===== src/rtl/tdfsm_pkg.sv =====
// Shared types and constants for the table-driven state machine engine.
// No dependencies; imported by tdfsm_table and table_driven_fsm_engine_unit.
package tdfsm_pkg;

  // Item commands
  typedef enum logic [1:0] {
    CMD_LOAD   = 2'd0,
    CMD_INIT   = 2'd1,
    CMD_SIGNAL = 2'd2,
    CMD_RUN    = 2'd3
  } cmd_e;

  // Sequencer states, one-hot
  typedef enum logic [1:0] {
    ST_IDLE = 2'b01,
    ST_EXEC = 2'b10
  } seq_state_e;

  // Configuration register select (paddr bit 2)
  localparam logic REG_STATE_COUNT  = 1'b0;
  localparam logic REG_SIGNAL_COUNT = 1'b1;

  localparam int unsigned CFG_W     = 5;
  localparam logic [CFG_W-1:0] CFG_RESET = 5'd1;
  localparam int unsigned PADDR_W   = 3;
  localparam int unsigned IN_DATA_W  = 32;
  localparam int unsigned OUT_DATA_W = 40;

  // One transition slot as stored in the table
  typedef struct packed {
    logic [3:0] target;
    logic [3:0] signal;
    logic       valid;
  } slot_t;

  localparam int unsigned SLOT_W = $bits(slot_t);

  // Input beat, first field in the lowest bits
  typedef struct packed {
    logic [4:0] pad;
    logic [3:0] signal_id;
    logic [3:0] initial_state;
    logic [3:0] slot_target;
    logic [3:0] slot_signal;
    logic       slot_valid;
    logic [3:0] slot_index;
    logic [3:0] slot_state;
    cmd_e       cmd;
  } in_beat_t;

  // Result beat, first field in the lowest bits
  typedef struct packed {
    logic [6:0]  pad;
    logic        fault;
    logic [15:0] run_iteration;
    logic [3:0]  prior_signal;
    logic        prior_signal_valid;
    logic [3:0]  active_state;
    logic        entry_event;
    logic [3:0]  left_state;
    logic        exit_event;
    logic        accepted;
  } out_beat_t;

endpackage


===== src/rtl/tdfsm_table.sv =====
// Transition table: one row of slots per state in a synchronous memory,
// with per-row valid bits standing in for the cleared reset contents. Uses tdfsm_pkg.
module tdfsm_table
  import tdfsm_pkg::*;
#(
  parameter int unsigned MAX_STATES  = 16,
  parameter int unsigned MAX_SIGNALS = 16,
  localparam int unsigned RowW    = $clog2(MAX_STATES),
  localparam int unsigned RowBits = MAX_SIGNALS * SLOT_W
) (
  input  logic               clk_i,
  input  logic               rst_ni,
  input  logic               rd_en_i,
  input  logic [RowW-1:0]    rd_addr_i,
  output logic [RowBits-1:0] rd_row_o,
  input  logic               wr_en_i,
  input  logic [RowW-1:0]    wr_addr_i,
  input  logic [RowBits-1:0] wr_row_i
);

  logic [RowBits-1:0]    mem [MAX_STATES];
  logic [RowBits-1:0]    rd_q;
  logic [MAX_STATES-1:0] row_valid_q;
  logic                  row_ok_q;

  // Write port and registered read port
  always_ff @(posedge clk_i) begin
    if (wr_en_i) begin
      mem[wr_addr_i] <= wr_row_i;
    end
    if (rd_en_i) begin
      rd_q <= mem[rd_addr_i];
    end
  end

  // Track rows written since reset; an unwritten row reads as terminators
  always_ff @(posedge clk_i or negedge rst_ni) begin
    if (!rst_ni) begin
      row_valid_q <= '0;
      row_ok_q    <= 1'b0;
    end else begin
      if (wr_en_i) begin
        row_valid_q[wr_addr_i] <= 1'b1;
      end
      if (rd_en_i) begin
        row_ok_q <= row_valid_q[rd_addr_i];
      end
    end
  end

  assign rd_row_o = row_ok_q ? rd_q : '0;

endmodule


===== src/rtl/table_driven_fsm_engine_unit.sv =====
// Top level of the table-driven state machine engine: stream ports, APB
// register port, sequencer and state registers. Uses tdfsm_pkg and tdfsm_table.
//
// Usage:
//   s_axis carries command beats (load slot, set initial state, signal, run
//   tick); m_axis returns exactly one result beat per command beat, in order.
//   The APB port holds state_count (0x0) and signal_count (0x4); write them
//   only while no command is in flight.
// Timing:
//   Each command has a fetch step, which reads the state's row of slots from
//   the table memory (load and signal only), and an execute step, which
//   searches the row, updates the state and writes a loaded row back. The
//   result is registered and appears on m_axis the cycle after the execute
//   step. One command is in flight; the next is taken once it has executed.
// Stall:
//   A result waiting on m_axis does not block taking the next command; that
//   command holds in its second step until the output register frees up.
// Reset:
//   Asynchronous, active low. The table reads as all terminators right after
//   reset (per-row valid bits), so no clearing pass is needed; both count
//   registers return to 1, the fault flag and all state marks clear.
module table_driven_fsm_engine_unit
  import tdfsm_pkg::*;
#(
  parameter int unsigned MAX_STATES  = 16,
  parameter int unsigned MAX_SIGNALS = 16
) (
  input  logic                  clk_i,
  input  logic                  rst_ni,
  // cmd, slot_state, slot_index, slot_valid, slot_signal, slot_target,
  // initial_state, signal_id, zero pad
  input  logic                  s_axis_tvalid_i,
  output logic                  s_axis_tready_o,
  input  logic [IN_DATA_W-1:0]  s_axis_tdata_i,
  // accepted, exit_event, left_state, entry_event, active_state,
  // prior_signal_valid, prior_signal, run_iteration, fault, zero pad
  output logic                  m_axis_tvalid_o,
  input  logic                  m_axis_tready_i,
  output logic [OUT_DATA_W-1:0] m_axis_tdata_o,
  // Register port
  input  logic                  psel,
  input  logic                  penable,
  input  logic                  pwrite,
  input  logic [PADDR_W-1:0]    paddr,
  input  logic [31:0]           pwdata,
  output logic [31:0]           prdata,
  output logic                  pready
);

  localparam int unsigned RowW    = $clog2(MAX_STATES);

  typedef slot_t [MAX_SIGNALS-1:0] row_t;

  seq_state_e state_q, state_d;
  in_beat_t   s_item, item_q;
  out_beat_t  out_d, out_q;
  logic       m_valid_q;

  logic [CFG_W-1:0] st_cnt_q, sig_cnt_q;

  logic        cur_valid_q, cur_valid_d;
  logic [3:0]  cur_state_q, cur_state_d;
  logic        pend_valid_q, pend_valid_d;
  logic [3:0]  pend_state_q, pend_state_d;
  logic        last_valid_q, last_valid_d;
  logic [3:0]  last_sig_q, last_sig_d;
  logic [15:0] iter_q, iter_d;
  logic        fault_q, fault_d;

  logic            in_fire, exec_fire, cfg_wr;
  logic            rd_en, wr_en;
  logic [RowW-1:0] rd_addr;
  row_t            rd_row, wr_row;
  logic            srch_done, srch_hit;
  logic [3:0]      srch_tgt;
  logic            cur_ok, pend_ok, differ;

  assign s_item          = in_beat_t'(s_axis_tdata_i);
  assign s_axis_tready_o = (state_q == ST_IDLE);
  assign in_fire         = s_axis_tvalid_i && s_axis_tready_o;
  assign exec_fire       = (state_q == ST_EXEC) && (!m_valid_q || m_axis_tready_i);

  // Register port: always ready, write on the access beat
  assign pready = 1'b1;
  assign cfg_wr = psel && penable && pwrite && pready;

  always_ff @(posedge clk_i or negedge rst_ni) begin
    if (!rst_ni) begin
      st_cnt_q  <= CFG_RESET;
      sig_cnt_q <= CFG_RESET;
    end else if (cfg_wr) begin
      case (paddr[2])
        REG_STATE_COUNT:  st_cnt_q  <= pwdata[CFG_W-1:0];
        REG_SIGNAL_COUNT: sig_cnt_q <= pwdata[CFG_W-1:0];
        default: ;
      endcase
    end
  end

  always_comb begin
    case (paddr[2])
      REG_STATE_COUNT:  prdata = 32'(st_cnt_q);
      REG_SIGNAL_COUNT: prdata = 32'(sig_cnt_q);
      default:          prdata = '0;
    endcase
  end

  // Pick the row to fetch: the loaded state's row, or the current state's row
  always_comb begin
    rd_en   = 1'b0;
    rd_addr = RowW'(cur_state_q);
    if (in_fire) begin
      case (s_item.cmd)
        CMD_LOAD: begin
          rd_addr = RowW'(s_item.slot_state);
          rd_en   = (int'(s_item.slot_state) < MAX_STATES);
        end
        CMD_SIGNAL: begin
          rd_en = cur_valid_q && (int'(cur_state_q) < MAX_STATES);
        end
        default: ;
      endcase
    end
  end

  tdfsm_table #(
    .MAX_STATES  (MAX_STATES),
    .MAX_SIGNALS (MAX_SIGNALS)
  ) u_table (
    .clk_i     (clk_i),
    .rst_ni    (rst_ni),
    .rd_en_i   (rd_en),
    .rd_addr_i (rd_addr),
    .rd_row_o  (rd_row),
    .wr_en_i   (wr_en),
    .wr_addr_i (RowW'(item_q.slot_state)),
    .wr_row_i  (wr_row)
  );

  // Scan the fetched row in slot order; stop at the first terminator
  always_comb begin
    srch_done = 1'b0;
    srch_hit  = 1'b0;
    srch_tgt  = '0;
    for (int j = 0; j < MAX_SIGNALS; j++) begin
      if (!srch_done && (j < int'(sig_cnt_q))) begin
        if (!rd_row[j].valid) begin
          srch_done = 1'b1;
        end else if (rd_row[j].signal == item_q.signal_id) begin
          srch_hit  = 1'b1;
          srch_tgt  = rd_row[j].target;
          srch_done = 1'b1;
        end
      end
    end
  end

  // Merge a loaded slot into the fetched row
  always_comb begin
    wr_row = rd_row;
    for (int j = 0; j < MAX_SIGNALS; j++) begin
      if (j == int'(item_q.slot_index)) begin
        wr_row[j].valid  = item_q.slot_valid;
        wr_row[j].signal = item_q.slot_signal;
        wr_row[j].target = item_q.slot_target;
      end
    end
  end

  assign cur_ok  = cur_valid_q && (cur_state_q < 4'(st_cnt_q) || st_cnt_q[4])
                   && (int'(cur_state_q) < MAX_STATES);
  assign pend_ok = pend_valid_q && (pend_state_q < 4'(st_cnt_q) || st_cnt_q[4])
                   && (int'(pend_state_q) < MAX_STATES);
  assign differ  = !pend_valid_q || !cur_valid_q || (pend_state_q != cur_state_q);

  // Execute the held command against the fetched row
  always_comb begin
    cur_valid_d  = cur_valid_q;
    cur_state_d  = cur_state_q;
    pend_valid_d = pend_valid_q;
    pend_state_d = pend_state_q;
    last_valid_d = last_valid_q;
    last_sig_d   = last_sig_q;
    iter_d       = iter_q;
    fault_d      = fault_q;
    wr_en        = 1'b0;
    out_d        = '0;
    case (item_q.cmd)
      CMD_LOAD: begin
        wr_en = exec_fire && (int'(item_q.slot_state) < MAX_STATES)
                && (int'(item_q.slot_index) < MAX_SIGNALS);
      end
      CMD_INIT: begin
        if ((item_q.initial_state < 4'(st_cnt_q) || st_cnt_q[4])
            && (int'(item_q.initial_state) < MAX_STATES)) begin
          pend_valid_d   = 1'b1;
          pend_state_d   = item_q.initial_state;
          cur_valid_d    = 1'b0;
          cur_state_d    = '0;
          last_valid_d   = 1'b0;
          last_sig_d     = '0;
          out_d.accepted = 1'b1;
        end
      end
      CMD_SIGNAL: begin
        if (cur_ok && srch_hit) begin
          pend_valid_d   = 1'b1;
          pend_state_d   = srch_tgt;
          last_valid_d   = 1'b1;
          last_sig_d     = item_q.signal_id;
          out_d.accepted = 1'b1;
        end
      end
      CMD_RUN: begin
        if (differ && !pend_ok) begin
          fault_d = 1'b1;
        end else if (differ) begin
          out_d.exit_event  = cur_ok;
          out_d.left_state  = cur_ok ? cur_state_q : 4'd0;
          cur_valid_d       = 1'b1;
          cur_state_d       = pend_state_q;
          out_d.entry_event = 1'b1;
          out_d.run_iteration = '0;
          iter_d            = 16'd1;
        end else begin
          out_d.run_iteration = iter_q;
          iter_d              = iter_q + 16'd1;
        end
      end
      default: ;
    endcase
    out_d.active_state       = cur_valid_d ? cur_state_d : 4'd0;
    out_d.prior_signal_valid = last_valid_d;
    out_d.prior_signal       = last_valid_d ? last_sig_d : 4'd0;
    out_d.fault              = fault_d;
  end

  // Sequencer: fetch, then execute once the output register can take the beat
  always_comb begin
    state_d = state_q;
    case (state_q)
      ST_IDLE: if (in_fire) state_d = ST_EXEC;
      ST_EXEC: if (exec_fire) state_d = ST_IDLE;
      default: state_d = ST_IDLE;
    endcase
  end

  always_ff @(posedge clk_i or negedge rst_ni) begin
    if (!rst_ni) begin
      state_q      <= ST_IDLE;
      m_valid_q    <= 1'b0;
      cur_valid_q  <= 1'b0;
      cur_state_q  <= '0;
      pend_valid_q <= 1'b0;
      pend_state_q <= '0;
      last_valid_q <= 1'b0;
      last_sig_q   <= '0;
      iter_q       <= '0;
      fault_q      <= 1'b0;
    end else begin
      state_q <= state_d;
      if (exec_fire) begin
        m_valid_q    <= 1'b1;
        cur_valid_q  <= cur_valid_d;
        cur_state_q  <= cur_state_d;
        pend_valid_q <= pend_valid_d;
        pend_state_q <= pend_state_d;
        last_valid_q <= last_valid_d;
        last_sig_q   <= last_sig_d;
        iter_q       <= iter_d;
        fault_q      <= fault_d;
      end else if (m_axis_tready_i) begin
        m_valid_q <= 1'b0;
      end
    end
  end

  // Hold the command beat and the result beat
  always_ff @(posedge clk_i) begin
    if (in_fire) begin
      item_q <= s_item;
    end
    if (exec_fire) begin
      out_q <= out_d;
    end
  end

  assign m_axis_tvalid_o = m_valid_q;
  assign m_axis_tdata_o  = out_q;

  // A new result beat only comes out of the execute step
  a_result_from_exec: assert property (@(posedge clk_i) disable iff (!rst_ni)
    $rose(m_valid_q) |-> $past(state_q == ST_EXEC))
    else $error("result beat raised without an execute step");

  // An accepted command beat always moves to the execute step
  a_accept_to_exec: assert property (@(posedge clk_i) disable iff (!rst_ni)
    in_fire |=> state_q == ST_EXEC)
    else $error("accepted command did not enter execute");

  // The fault flag never clears outside reset
  a_fault_sticky: assert property (@(posedge clk_i) disable iff (!rst_ni)
    fault_q |=> fault_q)
    else $error("fault flag cleared");

  // With no current state the state register reads zero
  a_idle_state_zero: assert property (@(posedge clk_i) disable iff (!rst_ni)
    !cur_valid_q |-> cur_state_q == 4'd0)
    else $error("current state nonzero while invalid");

endmodule

===== config.mk =====
export PLATFORM = sky130hd
export DESIGN_NAME = table_driven_fsm_engine_unit
export DESIGN_NICKNAME = d
export VERILOG_FILES = /design/src/rtl/tdfsm_pkg.sv /design/src/rtl/tdfsm_table.sv /design/src/rtl/table_driven_fsm_engine_unit.sv
export SDC_FILE = /design/constraint.sdc
export NUM_CORES = 2
export LEC_CHECK = 0
export ABC_AREA = 1
export BUFFER_PORTS_ARGS = -buffer_cell sky130_fd_sc_hd__buf_2
export CAP_MARGIN = 20
export CORE_MARGIN = 2
export CORE_UTILIZATION = 50
export CTS_CLUSTER_SIZE = 25
export DETAILED_ROUTE_END_ITERATION = 10
export PLACE_DENSITY_LB_ADDON = 0.1
export SLEW_MARGIN = 20
export SYNTH_ARGS = -nofsm -noshare
export SYNTH_HDL_FRONTEND = slang
export SYNTH_SLANG_ARGS = --single-unit

===== constraint.sdc =====
create_clock -name clk_i -period 16.3 [get_ports clk_i]
set_input_delay 1.63 -clock clk_i [delete_from_list [all_inputs] [get_ports clk_i]]
set_output_delay 1.63 -clock clk_i [all_outputs]
set_load 0.1 [all_outputs]

==> impl_results.md <==
- LEAKAGE: 37.9 nW
- Crit path DAT: 7050 ps
- First-pass GRT wire length: 426000 um
- Clk_skew: 49.5 ps
- PortBufs: 79
- Clock transition at path regs: 60 ps
- Hold-fix buffers, CTS: 0
- Die Width: 457 um
- Post-synthesis cell area: 103000 um2
- H-tree Lvls: 5
- Final Hold Viols: 0
- DR vias: 66700
- Register area share after synthesis: 74.9%
- Top-count cell post-synth: edfxtp_1
- Core area: 204000 um2
- Largest stage delay on the critical path: 870 ps
- Buffer count from post-CTS setup fixing: 0
- Layout cell share with drive strength beyond 1: 9.06%
- MaxCap Viol Count: 0
- Total Wirelength: 291000 um
- CP Cell Sequence: buf_2 > nand2_1 > or2_2 > or2_2 > o21ai_4 > buf_4 > buf_4 > buf_4 > buf_4 > o21ai_0 > o22ai_1 > o21ai_0 > o22ai_1
- GP Congestion: 0.853
- Largest area contributor in the netlist: edfxtp_1
- Largest net degree at the start of global routing: 218
- Vias in the first global route: 63700
- Synth Instances: 8012
- Hold Path Sink: fault_q
- FF-to-FF setup slack: 10110 ps
- GRT Overall Usage: 27.4%
- Number of gates resized after cts: 0
- Wirelength per Cell: 26.7 um
- CTS Buf Count: 284
- R2R Path End: u_table.rd_q[38]
- FF/Latch Area: 76900 um2
- Commonest cells post-synth: 2508 x edfxtp_1, 1576 x o21ai_0, 1554 x nor2_1
- Final ANT Viol Nets: 0
- Pins Over Slew Limit: 0
- Hold path depth: 2
- Setup TNS: 0 ps
- Clock buffer depth: 4
- Worst setup EP type: register
- GRT overflow: 0
- Final Net Count: 8120
- DP HPWL: 135000 um
- Max transition margin: 20.0%
- Post-route DRC: 0
- Layout area overhead: 12.0%
- Die area: 209000 um2
- Hold WC Path Type: register to register
- Share of the synthesized area in the top cell type: 73.4%
- CTS tree: built
- Area of the multi-input gates: 23100 um2
- Crit Path Class: input port to register
- VDD IR max: 153 uV
- Slew of the pin with the lowest slew margin: 1200 ps
- CTS sink cnt: 2570
- Most used DFF post-synth: edfxtp_1
- DR iter-0 viols: 8610
- Reg2Reg Depth: 14
- Final Core Density: 56.2%
- Initial Util: 50.2%
- Async S/R FF share, synth: 2.41%
- Startpoint types: input port
- Post-route clock period utilization: 38.6%
- Most frequent cell on the critical path: buf_4
- RSZ-0062 raised after global routing: no
- Hold_sp: fault_q
- Distinct cells, synth: 59
- Drt pass-1 iters: 5
- Post-synthesis area per instance: 12.8 um2
- Synth area leaders: edfxtp_1 73%, o21ai_0 7.7%, nor2_1 5.7%
- Status: complete, no violations
- Fin crit period: 6290 ps
- Synthesis Warnings: 0
- Vias per cell: 6.10
- CP max-delay cell: buf_4
- Final setup fails: 0
- Worst-Skew Late Latency: 950 ps
- Initial antenna violation count: 4
- # fillers: 16700
- Row count: 166
- Yosys reg bits: 2570
- Maximum clock rate: 0.159 GHz
- Required time of the critical path: 17050 ps
- Crit Reg-Reg Startpoint: state_q[0]
- Root buffer cell: clkbuf_16
- Chip height: 457 um
- Worst-path fanout max: 83
- Number of synthesized flops with an enable pin: 2508
- PD cells: 169 nW/um2
- I/O pin count: 149
-- area by class of cell --
type	instances	area share, %
repair buffers	276	1.89
inverters	194	0.658
clock inverters	107	0.812
multi-input cells	4706	20.1
diodes	1	0.00218
flip-flops and latches	2570	66.9
well taps	2688	2.93
clock buffers	378	6.72
-- state kept, by name (all words and copies together), names as in the netlist, 4 cells and up --
signal,cells
cur_state_q,4
sig_cnt_q,5
m_axis_tdata_o,33
item_q,27
last_sig_q,4
pend_state_q,4
u_table.row_valid_q,16
u_table.rd_q,144
st_cnt_q,5
iter_q,16
u_table.mem,2304
-- where the power goes --
group,leakage (nW),switching (mW),internal [mW]
registers,23.6,0.101,8.05
clock network,4.21,2.50,3.59
logic,10.1,3.82,1.39
-- worst max-delay path: cells and delay by family --
| family | cells | cell delay (ps) |
|---|---|---|
| buf+inv | 5 | 3160 |
| compound gates | 5 | 1180 |
| simple gates | 3 | 880 |
-- through the flow --
stage	area, um2	std cells	hold slack, ps	setup slack [ps]	power (mW)
after detailed placement	106000	10400	448	9040	13.4
after global routing	115000	10900	481	9730	20.3
after global placement	106000	10400	436	9100	13.3
final	115000	10900	453	10010	19.4
after floorplan	103000	8045	421	6000	11.8
after CTS	115000	10900	461	10040	19.5
-- how the worst max path moves through the flow --
| stage | startpoint | to | slack, ps | cells past startpoint |
|---|---|---|---|---|
| after floorplan | state_q[0] | u_table.row_ok_q | 6000 | 6 |
| after global placement | s_axis_tvalid_i | u_table.rd_q[38] | 9100 | 13 |
| after detailed placement | s_axis_tvalid_i | u_table.rd_q[38] | 9040 | 13 |
| after CTS | s_axis_tvalid_i | u_table.rd_q[38] | 10040 | 13 |
| after global routing | s_axis_tvalid_i | u_table.rd_q[38] | 9730 | 13 |
| final | s_axis_tvalid_i | u_table.rd_q[38] | 10010 | 13 |
-- routing by layer --
layer | GRT usage, % | vias up | part of all wire, %
met5 | 0 | - | 0.0045
met4 | 8.70 | 2 | 2.9
met3 | 4.06 | 482 | 8.0
met2 | 43.4 | 2909 | 47
met1 | 39.3 | 33600 | 43
li1 | - | 29600 | -
-- cell usage in the layout, fill, tap and decap left out, types with 21 or more instances in the layout --
cell type  count
a21oi_1       77
a21oi_2       33
buf_12        22
buf_2         79
buf_4        171
clkbuf_1      80
clkbuf_16    295
clkinv_1      58
clkinv_2      27
conb_1        35
dfrtp_1       58
edfxtp_1    2508
inv_1        179
nand2_1      430
nand3_1      104
nor2_1      1536
nor2_4        21
o211ai_1      60
o21ai_0     1571
o221ai_1      91
o22ai_1      566
xor2_1        41
-- kinds of logic after synthesis --
family | synth area share, %
other | 0.00732
AO/OA/AOI/OAI | 13.3
adder cells (fa/ha/maj) | 0.171
XOR/XNOR | 0.350
flip-flops | 74.9
AND/OR/NAND/NOR | 8.30
buffers and inverters | 3.04
(Power assumes the default switching activity.)
